$ cat src/hw/rtl/spc_pkg.sv
// shared types, codes and default values for the stepper position controller
// no dependencies; used by every module of the block
package spc_pkg;

	localparam int QUEUE_DEPTH_DEF   = 8;
	localparam int POSITION_BITS_DEF = 16;
	localparam int VALUE_W           = 16;
	localparam int OPCODE_W          = 3;
	localparam int MODE_W            = 2;
	localparam int DELAY_W           = 17;

	localparam logic [VALUE_W-1:0] TICKS_PER_STEP_RESET = 16'd10;

	// input opcodes
	localparam logic [OPCODE_W-1:0] OP_TICK  = 3'd0;
	localparam logic [OPCODE_W-1:0] OP_GOTO  = 3'd1;
	localparam logic [OPCODE_W-1:0] OP_WAIT  = 3'd2;
	localparam logic [OPCODE_W-1:0] OP_PACE  = 3'd3;
	localparam logic [OPCODE_W-1:0] OP_CALIB = 3'd4;

	// reported mode codes
	localparam logic [MODE_W-1:0] MODE_CODE_HOMING = 2'd0;
	localparam logic [MODE_W-1:0] MODE_CODE_IDLE   = 2'd1;
	localparam logic [MODE_W-1:0] MODE_CODE_MOVING = 2'd2;

	typedef enum logic [1:0] {
		CLS_NOP  = 2'd0,
		CLS_TICK = 2'd1,
		CLS_CMD  = 2'd2
	} item_class_t;

	typedef enum logic [1:0] {
		KIND_GOTO  = 2'd0,
		KIND_WAIT  = 2'd1,
		KIND_PACE  = 2'd2,
		KIND_CALIB = 2'd3
	} cmd_kind_t;

	// controller mode, one-hot
	typedef enum logic [2:0] {
		MODE_HOMING = 3'b001,
		MODE_IDLE   = 3'b010,
		MODE_MOVING = 3'b100
	} mode_t;

	// classified item handed from front to back
	typedef struct packed {
		item_class_t          cls;
		cmd_kind_t            kind;
		logic [VALUE_W-1:0]   value;
		logic                 detector_active;
	} item_t;

	// one entry of the command queue
	typedef struct packed {
		cmd_kind_t          kind;
		logic [VALUE_W-1:0] arg;
	} queued_cmd_t;

	localparam int QCMD_W = $bits(queued_cmd_t);

endpackage

$ cat src/hw/rtl/spc_if.sv
// channel interfaces of the stepper position controller: items in, results out, config writes
// depends on spc_pkg for field widths
interface spc_item_if;
	import spc_pkg::*;
	logic                valid;
	logic                ready;
	logic [OPCODE_W-1:0] opcode;
	logic [VALUE_W-1:0]  value;
	logic                detector_active;

	modport source (output valid, output opcode, output value, output detector_active,
		input ready);
	modport sink (input valid, input opcode, input value, input detector_active,
		output ready);
endinterface

interface spc_result_if #(
	parameter int POSITION_BITS = spc_pkg::POSITION_BITS_DEF
);
	import spc_pkg::*;
	logic                     valid;
	logic                     ready;
	logic                     step_left;
	logic                     step_right;
	logic [POSITION_BITS-1:0] position;
	logic [MODE_W-1:0]        mode;
	logic                     command_dropped;

	modport source (output valid, output step_left, output step_right, output position,
		output mode, output command_dropped, input ready);
	modport sink (input valid, input step_left, input step_right, input position,
		input mode, input command_dropped, output ready);
endinterface

interface spc_cfg_if;
	import spc_pkg::*;
	logic               valid;
	logic               ready;
	logic [VALUE_W-1:0] data;

	modport source (output valid, output data, input ready);
	modport sink (input valid, input data, output ready);
endinterface

$ cat src/hw/rtl/spc_ram.sv
// generic single-write, single-read ram with registered read data
// depends on spc_pkg only for its default sizes; used for the command queue
module spc_ram #(
	parameter int WIDTH = spc_pkg::QCMD_W,
	parameter int DEPTH = spc_pkg::QUEUE_DEPTH_DEF
) (
	input  logic                                  clk,
	input  logic                                  we,
	input  logic [(DEPTH > 1 ? $clog2(DEPTH) : 1)-1:0] waddr,
	input  logic [WIDTH-1:0]                      wdata,
	input  logic [(DEPTH > 1 ? $clog2(DEPTH) : 1)-1:0] raddr,
	output logic [WIDTH-1:0]                      rdata
);
	logic [WIDTH-1:0] mem_q [DEPTH];

	// read returns the old contents on a same-address write
	always_ff @(posedge clk) begin
		if (we) begin
			mem_q[waddr] <= wdata;
		end
		rdata <= mem_q[raddr];
	end
endmodule

$ cat src/hw/rtl/spc_front.sv
// front stage: takes input transfers, classifies them and registers them for the item queue
// depends on spc_pkg and spc_if
module spc_front (
	input  logic          clk,
	input  logic          arst_n,
	spc_item_if.sink      item,
	output logic          push_valid,
	input  logic          push_ready,
	output spc_pkg::item_t push_item
);
	import spc_pkg::*;

	logic  valid_s1;
	item_t item_s1;
	item_t item_d;

	assign item.ready = !valid_s1 || push_ready;
	assign push_valid = valid_s1;
	assign push_item  = item_s1;

	always_comb begin
		item_d.value           = item.value;
		item_d.detector_active = item.detector_active;
		item_d.cls             = CLS_NOP;
		item_d.kind            = KIND_GOTO;
		unique case (item.opcode) inside
			OP_TICK: begin
				item_d.cls = CLS_TICK;
			end
			OP_GOTO: begin
				item_d.cls  = CLS_CMD;
				item_d.kind = KIND_GOTO;
			end
			OP_WAIT: begin
				item_d.cls  = CLS_CMD;
				item_d.kind = KIND_WAIT;
			end
			OP_PACE: begin
				item_d.cls  = CLS_CMD;
				item_d.kind = KIND_PACE;
			end
			OP_CALIB: begin
				item_d.cls  = CLS_CMD;
				item_d.kind = KIND_CALIB;
			end
			default: begin
				item_d.cls = CLS_NOP; // undefined opcodes pass through as no-ops
			end
		endcase
	end

	always_ff @(posedge clk or negedge arst_n) begin
		if (!arst_n) begin
			valid_s1 <= 1'b0;
		end else if (item.ready) begin
			valid_s1 <= item.valid;
		end
	end

	always_ff @(posedge clk) begin
		if (item.ready && item.valid) begin
			item_s1 <= item_d;
		end
	end
endmodule

$ cat src/hw/rtl/spc_item_fifo.sv
// two-entry queue of classified items between the front and back stages
// depends on spc_pkg
module spc_item_fifo (
	input  logic           clk,
	input  logic           arst_n,
	input  logic           push_valid,
	output logic           push_ready,
	input  spc_pkg::item_t push_item,
	output logic           pop_valid,
	input  logic           pop_ready,
	output spc_pkg::item_t pop_item
);
	import spc_pkg::*;

	item_t      slot_q [2];
	logic       wr_ptr_q;
	logic       rd_ptr_q;
	logic [1:0] count_q;
	logic       push;
	logic       pop;

	assign push_ready = (count_q != 2'd2);
	assign pop_valid  = (count_q != 2'd0);
	assign pop_item   = slot_q[rd_ptr_q];
	assign push       = push_valid && push_ready;
	assign pop        = pop_valid && pop_ready;

	always_ff @(posedge clk or negedge arst_n) begin
		if (!arst_n) begin
			wr_ptr_q <= 1'b0;
			rd_ptr_q <= 1'b0;
			count_q  <= 2'd0;
		end else begin
			if (push) begin
				wr_ptr_q <= !wr_ptr_q;
			end
			if (pop) begin
				rd_ptr_q <= !rd_ptr_q;
			end
			case ({push, pop})
				2'b10:   count_q <= count_q + 2'd1;
				2'b01:   count_q <= count_q - 2'd1;
				default: count_q <= count_q;
			endcase
		end
	end

	always_ff @(posedge clk) begin
		if (push) begin
			slot_q[wr_ptr_q] <= push_item;
		end
	end
endmodule

$ cat src/hw/rtl/spc_back.sv
// back stage: command queue, pace delay, homing/idle/moving state and result register
// depends on spc_pkg, spc_if and spc_ram
module spc_back #(
	parameter int QUEUE_DEPTH   = spc_pkg::QUEUE_DEPTH_DEF,
	parameter int POSITION_BITS = spc_pkg::POSITION_BITS_DEF
) (
	input  logic                        clk,
	input  logic                        arst_n,
	input  logic                        pop_valid,
	output logic                        pop_ready,
	input  spc_pkg::item_t              pop_item,
	input  logic [spc_pkg::VALUE_W-1:0] init_tps,
	spc_result_if.source                result
);
	import spc_pkg::*;

	localparam int IDX_W = (QUEUE_DEPTH > 1) ? $clog2(QUEUE_DEPTH) : 1;
	localparam int CNT_W = $clog2(QUEUE_DEPTH + 1);
	localparam logic [IDX_W-1:0] LAST_IDX = IDX_W'(QUEUE_DEPTH - 1);
	localparam logic [CNT_W-1:0] FULL_CNT = CNT_W'(QUEUE_DEPTH);

	// architectural state
	mode_t                    mode_q,   mode_d;
	logic [POSITION_BITS-1:0] pos_q,    pos_d;
	logic [POSITION_BITS-1:0] tgt_q,    tgt_d;
	logic [VALUE_W-1:0]       tps_q,    tps_d;
	logic [DELAY_W-1:0]       delay_q,  delay_d;
	logic [CNT_W-1:0]         count_q,  count_d;
	logic [IDX_W-1:0]         head_q,   head_d;
	logic [IDX_W-1:0]         tail_q,   tail_d;

	// queue ram and head bypass
	logic        q_we;
	queued_cmd_t q_wdata;
	logic [QCMD_W-1:0] q_rdata;
	queued_cmd_t byp_q;
	logic        use_byp_q;
	queued_cmd_t head_cmd;

	// result register
	logic                     res_valid_q;
	logic                     left_d, right_d, dropped_d;

	logic                     fire;
	logic [DELAY_W-1:0]       wait_d;
	logic [31:0]              arg_ext;
	logic [VALUE_W-1:0]       tps_new;
	logic [POSITION_BITS-1:0] tgt_new;
	mode_t                    mode_new;
	logic [MODE_W-1:0]        mode_code;

	assign fire      = pop_valid && (!res_valid_q || result.ready);
	assign pop_ready = !res_valid_q || result.ready;

	assign q_wdata.kind = pop_item.kind;
	assign q_wdata.arg  = pop_item.value;
	assign head_cmd     = use_byp_q ? byp_q : queued_cmd_t'(q_rdata);
	assign arg_ext      = 32'(head_cmd.arg);

	spc_ram #(
		.WIDTH (QCMD_W),
		.DEPTH (QUEUE_DEPTH)
	) u_queue_ram (
		.clk   (clk),
		.we    (q_we),
		.waddr (tail_q),
		.wdata (q_wdata),
		.raddr (head_d),
		.rdata (q_rdata)
	);

	always_comb begin
		mode_d    = mode_q;
		pos_d     = pos_q;
		tgt_d     = tgt_q;
		tps_d     = tps_q;
		delay_d   = delay_q;
		count_d   = count_q;
		head_d    = head_q;
		tail_d    = tail_q;
		q_we      = 1'b0;
		left_d    = 1'b0;
		right_d   = 1'b0;
		dropped_d = 1'b0;
		wait_d    = '0;
		tgt_new   = tgt_q;
		tps_new   = tps_q;
		mode_new  = mode_q;
		if (fire) begin
			case (pop_item.cls)
				CLS_TICK: begin
					if (delay_q > DELAY_W'(1)) begin
						delay_d = delay_q - DELAY_W'(1);
					end else begin
						delay_d = '0;
						unique case (mode_q)
							MODE_HOMING: begin
								pos_d = '0;
								tgt_d = '0;
								if (!pop_item.detector_active) begin
									left_d = 1'b1;
								end else begin
									mode_d = MODE_IDLE;
								end
								delay_d = DELAY_W'(tps_q);
							end
							MODE_IDLE: begin
								if (count_q != '0) begin
									head_d  = (head_q == LAST_IDX) ? '0 : head_q + IDX_W'(1);
									count_d = count_q - CNT_W'(1);
									case (head_cmd.kind)
										KIND_GOTO:  tgt_new  = arg_ext[POSITION_BITS-1:0];
										KIND_WAIT:  wait_d   = DELAY_W'(head_cmd.arg);
										KIND_PACE:  tps_new  = head_cmd.arg;
										default:    mode_new = MODE_HOMING;
									endcase
									if (pos_q != tgt_new) begin
										mode_new = MODE_MOVING;
									end
									tgt_d   = tgt_new;
									tps_d   = tps_new;
									mode_d  = mode_new;
									delay_d = wait_d + DELAY_W'(tps_new);
								end
							end
							MODE_MOVING: begin
								if (pos_q < tgt_q) begin
									pos_d   = pos_q + POSITION_BITS'(1);
									right_d = 1'b1;
									delay_d = DELAY_W'(tps_q);
								end else if (pos_q > tgt_q) begin
									pos_d   = pos_q - POSITION_BITS'(1);
									left_d  = 1'b1;
									delay_d = DELAY_W'(tps_q);
								end else begin
									tps_d   = init_tps;
									mode_d  = MODE_IDLE;
									delay_d = DELAY_W'(init_tps);
								end
							end
							default: begin
								mode_d = MODE_HOMING;
							end
						endcase
					end
				end
				CLS_CMD: begin
					if (count_q == FULL_CNT) begin
						dropped_d = 1'b1;
					end else begin
						q_we    = 1'b1;
						tail_d  = (tail_q == LAST_IDX) ? '0 : tail_q + IDX_W'(1);
						count_d = count_q + CNT_W'(1);
					end
				end
				default: begin
					// ignored item, result reports state only
				end
			endcase
		end
	end

	always_comb begin
		unique case (mode_d)
			MODE_HOMING: mode_code = MODE_CODE_HOMING;
			MODE_IDLE:   mode_code = MODE_CODE_IDLE;
			MODE_MOVING: mode_code = MODE_CODE_MOVING;
			default:     mode_code = MODE_CODE_HOMING;
		endcase
	end

	always_ff @(posedge clk or negedge arst_n) begin
		if (!arst_n) begin
			mode_q      <= MODE_HOMING;
			pos_q       <= '0;
			tgt_q       <= '0;
			tps_q       <= TICKS_PER_STEP_RESET;
			delay_q     <= '0;
			count_q     <= '0;
			head_q      <= '0;
			tail_q      <= '0;
			use_byp_q   <= 1'b0;
			res_valid_q <= 1'b0;
		end else begin
			mode_q    <= mode_d;
			pos_q     <= pos_d;
			tgt_q     <= tgt_d;
			tps_q     <= tps_d;
			delay_q   <= delay_d;
			count_q   <= count_d;
			head_q    <= head_d;
			tail_q    <= tail_d;
			use_byp_q <= q_we && (tail_q == head_d);
			if (fire) begin
				res_valid_q <= 1'b1;
			end else if (result.ready) begin
				res_valid_q <= 1'b0;
			end
		end
	end

	always_ff @(posedge clk) begin
		byp_q <= q_wdata;
		if (fire) begin
			result.step_left       <= left_d;
			result.step_right      <= right_d;
			result.position        <= pos_d;
			result.mode            <= mode_code;
			result.command_dropped <= dropped_d;
		end
	end

	assign result.valid = res_valid_q;
endmodule

$ cat src/hw/rtl/stepper_position_controller.sv
// top level of the stepper position controller
// depends on spc_pkg, spc_if, spc_front, spc_item_fifo, spc_back and spc_ram
//
// stepper position controller with homing. every input transfer is a tick or a command
// (goto, wait, set pace, calibrate) and yields exactly one result transfer, in order.
// commands go into a command queue of QUEUE_DEPTH entries; a command that meets a full
// queue is lost and its result has command_dropped set. ticks drive the motion state
// machine: homing steps left until the detector reads active and holds position at zero,
// idle takes one queued command per iteration, moving steps one position towards the
// target per iteration and restores initial_ticks_per_step when it arrives. one iteration
// runs every ticks_per_step ticks (a wait command adds its value once).
// rate: one item per clock cycle sustained while the result receiver is ready; an input
// transfer is registered in the front stage, the item queue and the result register. the
// back stage updates all state for an item at once, which sets that rate. the command
// queue ram prefetches the head entry, so a pop finds it ready. a two-entry queue sits
// between the classifying front and back stages and takes items while a result waits.
// initial_ticks_per_step is written through the cfg channel, always ready, and should
// only change while the block is idle.
module stepper_position_controller #(
	parameter int QUEUE_DEPTH   = spc_pkg::QUEUE_DEPTH_DEF,
	parameter int POSITION_BITS = spc_pkg::POSITION_BITS_DEF
) (
	input  logic         clk,
	input  logic         arst_n,
	spc_item_if.sink     item,
	spc_result_if.source result,
	spc_cfg_if.sink      cfg
);
	import spc_pkg::*;

	// front to queue
	logic  push_valid;
	logic  push_ready;
	item_t push_item;

	// queue to back
	logic  pop_valid;
	logic  pop_ready;
	item_t pop_item;

	// default pace register
	logic [VALUE_W-1:0] init_tps_q;

	assign cfg.ready = 1'b1;

	always_ff @(posedge clk or negedge arst_n) begin
		if (!arst_n) begin
			init_tps_q <= TICKS_PER_STEP_RESET;
		end else if (cfg.valid) begin
			init_tps_q <= cfg.data;
		end
	end

	// classify and register each input transfer
	spc_front u_front (
		.clk        (clk),
		.arst_n     (arst_n),
		.item       (item),
		.push_valid (push_valid),
		.push_ready (push_ready),
		.push_item  (push_item)
	);

	// decoupling queue between front and back
	spc_item_fifo u_fifo (
		.clk        (clk),
		.arst_n     (arst_n),
		.push_valid (push_valid),
		.push_ready (push_ready),
		.push_item  (push_item),
		.pop_valid  (pop_valid),
		.pop_ready  (pop_ready),
		.pop_item   (pop_item)
	);

	// execute items and hold the result
	spc_back #(
		.QUEUE_DEPTH   (QUEUE_DEPTH),
		.POSITION_BITS (POSITION_BITS)
	) u_back (
		.clk       (clk),
		.arst_n    (arst_n),
		.pop_valid (pop_valid),
		.pop_ready (pop_ready),
		.pop_item  (pop_item),
		.init_tps  (init_tps_q),
		.result    (result)
	);
endmodule

$ cat src/flat_wrapper.sv
// flat-port wrapper written by rule: the top's interface ports become plain ports
module stepper_position_controller_flat import spc_pkg::*;
#(
	parameter int QUEUE_DEPTH   = spc_pkg::QUEUE_DEPTH_DEF,
	parameter int POSITION_BITS = spc_pkg::POSITION_BITS_DEF
)
  (clk, arst_n, item_valid, item_opcode, item_value, item_detector_active, item_ready, result_valid, result_step_left, result_step_right, result_position, result_mode, result_command_dropped, result_ready, cfg_valid, cfg_data, cfg_ready);
  spc_item_if item_i ();
  spc_result_if #(.POSITION_BITS(POSITION_BITS)) result_i ();
  spc_cfg_if cfg_i ();
  input  logic clk;
  input  logic arst_n;
  input wire logic [$bits(item_i.valid)-1:0] item_valid;
  input wire logic [$bits(item_i.opcode)-1:0] item_opcode;
  input wire logic [$bits(item_i.value)-1:0] item_value;
  input wire logic [$bits(item_i.detector_active)-1:0] item_detector_active;
  output wire logic [$bits(item_i.ready)-1:0] item_ready;
  output wire logic [$bits(result_i.valid)-1:0] result_valid;
  output wire logic [$bits(result_i.step_left)-1:0] result_step_left;
  output wire logic [$bits(result_i.step_right)-1:0] result_step_right;
  output wire logic [$bits(result_i.position)-1:0] result_position;
  output wire logic [$bits(result_i.mode)-1:0] result_mode;
  output wire logic [$bits(result_i.command_dropped)-1:0] result_command_dropped;
  input wire logic [$bits(result_i.ready)-1:0] result_ready;
  input wire logic [$bits(cfg_i.valid)-1:0] cfg_valid;
  input wire logic [$bits(cfg_i.data)-1:0] cfg_data;
  output wire logic [$bits(cfg_i.ready)-1:0] cfg_ready;
  assign item_i.valid = item_valid;
  assign item_i.opcode = item_opcode;
  assign item_i.value = item_value;
  assign item_i.detector_active = item_detector_active;
  assign item_ready = item_i.ready;
  assign result_valid = result_i.valid;
  assign result_step_left = result_i.step_left;
  assign result_step_right = result_i.step_right;
  assign result_position = result_i.position;
  assign result_mode = result_i.mode;
  assign result_command_dropped = result_i.command_dropped;
  assign result_i.ready = result_ready;
  assign cfg_i.valid = cfg_valid;
  assign cfg_i.data = cfg_data;
  assign cfg_ready = cfg_i.ready;
  stepper_position_controller #(.QUEUE_DEPTH(QUEUE_DEPTH), .POSITION_BITS(POSITION_BITS)) u_core (.clk(clk), .arst_n(arst_n), .item(item_i), .result(result_i), .cfg(cfg_i));
endmodule
$ cat config.mk
export PLATFORM = sky130hd
export DESIGN_NAME = stepper_position_controller_flat
export DESIGN_NICKNAME = d
export VERILOG_FILES = /design/src/hw/rtl/spc_pkg.sv /design/src/hw/rtl/spc_if.sv /design/src/hw/rtl/spc_ram.sv /design/src/hw/rtl/spc_front.sv /design/src/hw/rtl/spc_item_fifo.sv /design/src/hw/rtl/spc_back.sv /design/src/hw/rtl/stepper_position_controller.sv /design/src/flat_wrapper.sv
export SDC_FILE = /design/constraint.sdc
export NUM_CORES = 1
export LEC_CHECK = 0
export BUFFER_PORTS_ARGS = -buffer_cell sky130_fd_sc_hd__buf_2
export CORE_MARGIN = 10
export CORE_UTILIZATION = 60
export CTS_CLUSTER_DIAMETER = 200
export CTS_CLUSTER_SIZE = 20
export DETAILED_ROUTE_END_ITERATION = 7
export GPL_TIMING_DRIVEN = 0
export PLACE_DENSITY = 0.85
export SETUP_SLACK_MARGIN = 0.4
export SLEW_MARGIN = 20
export SYNTH_ARGS = -nofsm -noshare
export SYNTH_HDL_FRONTEND = slang
export SYNTH_SLANG_ARGS = --single-unit
$ cat constraint.sdc
create_clock -name clk -period 4.68 [get_ports clk]
set_clock_uncertainty 0.05 [all_clocks]
set_input_delay 1.404 -clock clk [delete_from_list [all_inputs] [get_ports clk]]
set_output_delay 1.404 -clock clk [all_outputs]
set_load 0.02 [all_outputs]
==> flow_summary.ini <==
[route]
drtIter0Drc = 1042
viasPerCell = 6.26
drcViolationCount = 0
dr_total_vias = 11800
first_pass_iters = 5
ant_nets = 0
wl_per_cell_um = 22.1
wl_um = 41800

[setup_path]
critPathMaxFanout = 10
required_ps = 5120
r2r_cells = 17
worst_setup_path_end_kind = flop
cp.arrival_ps = 4520
cp-start-kind = flop
worstSetupPathType = flop to flop

[global_route]
first_global_vias = 11700
grt_max_degree = 75
grt-ovfl-total = 0
grt.total_usage = 0.229
grt_pass1_wl_um = 65600
antenna_found_initial = 0

[power]
vdd_drop_max_mv = 0.565
p_sw_w = 0.00290
combinationalPowerShare = 0.262
p_leak_nw = 7.61
p_sw_frac = 0.332
internal_power_w = 0.00584
power_density_nw_per_um2 = 464
power_frac_seq = 0.512
p_clk_frac = 0.225

[floorplanning]
fp-row-count = 61
core_area_sq_um = 28000
io_pins = 65
die_h_um = 189
dieWidth_um = 189
dieArea_sq_um = 35800
start_util = 0.613

[clock_tree]
cts_max_path_buffers = 3
clkSinkCount = 365
cts_tree = done
clk_pin_slew_ps = 90
numCtsBuffers = 22
htree_levels = 1
cts-root-buf = clkbuf_16
worstSkewPairLatency_ps = 550

[timing]
slew_violations = 0
tightest_slew_ps = 1030
max_freq_mhz = 245
period_minus_slack_ps = 4080
tns_ps = 0
maxSlewHeadroom = 0.315
hold_viol = 0
grt_setup_unrepaired = no
min_period_over_period = 0.871
setup_viol = 0

[synthesis]
async_reset_ff_frac = 0.277
yosys.area.top_type = edfxtp_1
synth_nets = 1492
yosysSeqAreaShare = 0.588
ys_ff_latch = 365
synth_area_sq_um = 17200
synth_cells = 1406
synth-edff-count = 228
synth_ff_type = edfxtp_1
yosysTopAreaCellShare = 0.399
syn_area_per_cell_sq_um = 12.2
synth_top_cells_by_count = 228 x edfxtp_1, 110 x mux2i_1, 103 x o21ai_0
yosys.cell_types.count = 86
yosysWarnings = 0
synthTopCellsByArea = edfxtp_1 40%, dfrtp_1 14%, mux2i_1 6.4%
yosysMostFrequentCell = edfxtp_1

[cells_and_area]
stdcell_area_sq_um = 18900
area_delta_synth_final_pct = 9.81
drive_above_1_share = 0.150
nFillCells = 2038
fin_nets = 1587
n_antenna_cell = 0

[status]
run_status = finished clean

[placed_design]
port_buffers = 62
place.gp.congestion = 0.951
place_area_sq_um = 18100
dp_hpwl_um = 30300

[hold_path]
holdPathStages = 0
hold_path.class = flop to flop

[job]
drv_cap = 0
[layer usage]
layer  global-route usage  up-vias  share of wire
met5                    0        -              0
met4               0.0992        0          0.045
met3               0.0349       97          0.066
met2                0.387      466           0.48
met1                0.288     5785           0.40
li1                     -     5499              -
[final timing paths]
check	from	endpoint	slack (ps)
worst max-delay path	u_core.u_back.use_byp_q$_DFF_PN0_	u_core.u_back.delay_q[15]$_DFFE_PN0P_	600
worst min-delay path	u_core.u_front.push_item[1]$_DFFE_PP_	u_core.u_fifo.slot_q[1][1]$_DFFE_PP_	390
worst max register to register	u_core.u_back.use_byp_q$_DFF_PN0_	u_core.u_back.delay_q[15]$_DFFE_PN0P_	600
worst min register to register	u_core.u_front.push_item[1]$_DFFE_PP_	u_core.u_fifo.slot_q[1][1]$_DFFE_PP_	390
max in group asynchronous	arst_n	u_core.u_back.tps_q[3]$_DFFE_PN1P_	3220
min in group asynchronous	arst_n	u_core.u_back.pos_q[14]$_DFF_PN0_	670
[power by group through the flow]
stage	Sequential [W]	Clock [W]	Combinational, W
CTS	0.00448	0.00199	0.00226
global route	0.00453	0.00211	0.00250
detailed placement	0.00453	0	0.00223
floorplan	0.00451	0	0.00147
global placement	0.00450	0	0.00209
finish	0.00448	0.00197	0.00229
[cells in the final DEF, fill, tap and decap left out, types with 15 or more instances in the layout]
master	synthesis	final
dfrtp_1	96	96
nand2_1	80	80
a22o_1	18	18
mux2i_1	110	108
a21o_1	15	15
nor3_1	46	44
clkbuf_1	45	57
o21ai_0	103	103
edfxtp_1	228	228
o21a_1	17	17
clkbuf_16	0	22
dfxtp_1	36	36
a221oi_1	16	16
nand3_1	28	28
nor2_1	85	82
a21oi_1	68	67
buf_2	12	72
mux2_2	37	37
inv_1	48	48
ha_1	43	43
[flip-flops by register name, summed over array words and instances (netlist names), 3 cells and up]
signal	cells
u_core.init_tps_q	16
u_core.u_back.byp_q	18
u_core.u_back.count_q	4
u_core.u_back.delay_q	17
u_core.u_back.head_q	3
u_core.u_back.mode_q	3
u_core.u_back.pos_q	16
u_core.u_back.result.position	16
u_core.u_back.tail_q	3
u_core.u_back.tgt_q	16
u_core.u_back.tps_q	16
u_core.u_back.u_queue_ram.mem_q	144
u_core.u_back.u_queue_ram.rdata	18
u_core.u_fifo.slot_q	42
u_core.u_front.push_item	21
[stage by stage]
step	hold slack [ps]	std cells	utilization	worst slack, ps	total power [W]
after global routing	394	1894	0.673	402	0.00915
after detailed placement	384	1853	0.648	-251	0.00676
final	387	1894	0.673	603	0.00874
after CTS	386	1892	0.672	381	0.00873
after global placement	373	1846	0.643	-866	0.00659
after floorplan	371	1406	-	247	0.00598
[what timing repair did]
action | 4_1_cts | 5_1_grt
resized for setup | 10 | 13
hold buffers | 0 | 0
buffers inserted | 0 | 1
pin swaps | 0 | 1
setup endpoints to repair | 15 | 9
[cells by family (layout without fill, tap and decap cells)]
| family | count (synthesis) | in the layout | synth area share |
|---|---|---|---|
| flops | 365 | 365 | 0.588 |
| mux | 147 | 147 | 0.0884 |
| fa+ha+maj | 45 | 45 | 0.0337 |
| xor+xnor | 24 | 24 | 0.0122 |
| compound gates | 346 | 346 | 0.140 |
| buf+inv | 122 | 232 | 0.0308 |
| other cells | 1 | 1 | 0.000218 |
| simple gates | 356 | 356 | 0.107 |
[layout make-up]
class / instances / area [sq um] / share of cell area
multi-input combinational: 919 / 6660 / 0.353
timing repair buffer: 71 / 427 / 0.0226
tap: 378 / 473 / 0.0251
buffer: 74 / 374 / 0.0198
clock buffer: 37 / 607 / 0.0322
inverter: 48 / 180 / 0.00955
sequential: 365 / 10100 / 0.535
clock inverter: 2 / 46.3 / 0.00245
[worst max-delay path, cell delays in order, from the launching register on]
cell,delay (ps)
dfrtp_1,360
clkbuf_4,220
clkbuf_4,230
buf_4,240
a32o_2,260
buf_1,410
nor2_1,120
a21oi_1,310
ha_1,190
clkbuf_1,260
nand3_1,150
a21o_1,210
a21boi_0,240
a311oi_2,120
o21ai_0,240
xor2_1,160
nand2_1,70
a21oi_1,170
No activity file was read; power rests on OpenSTA's default activity.
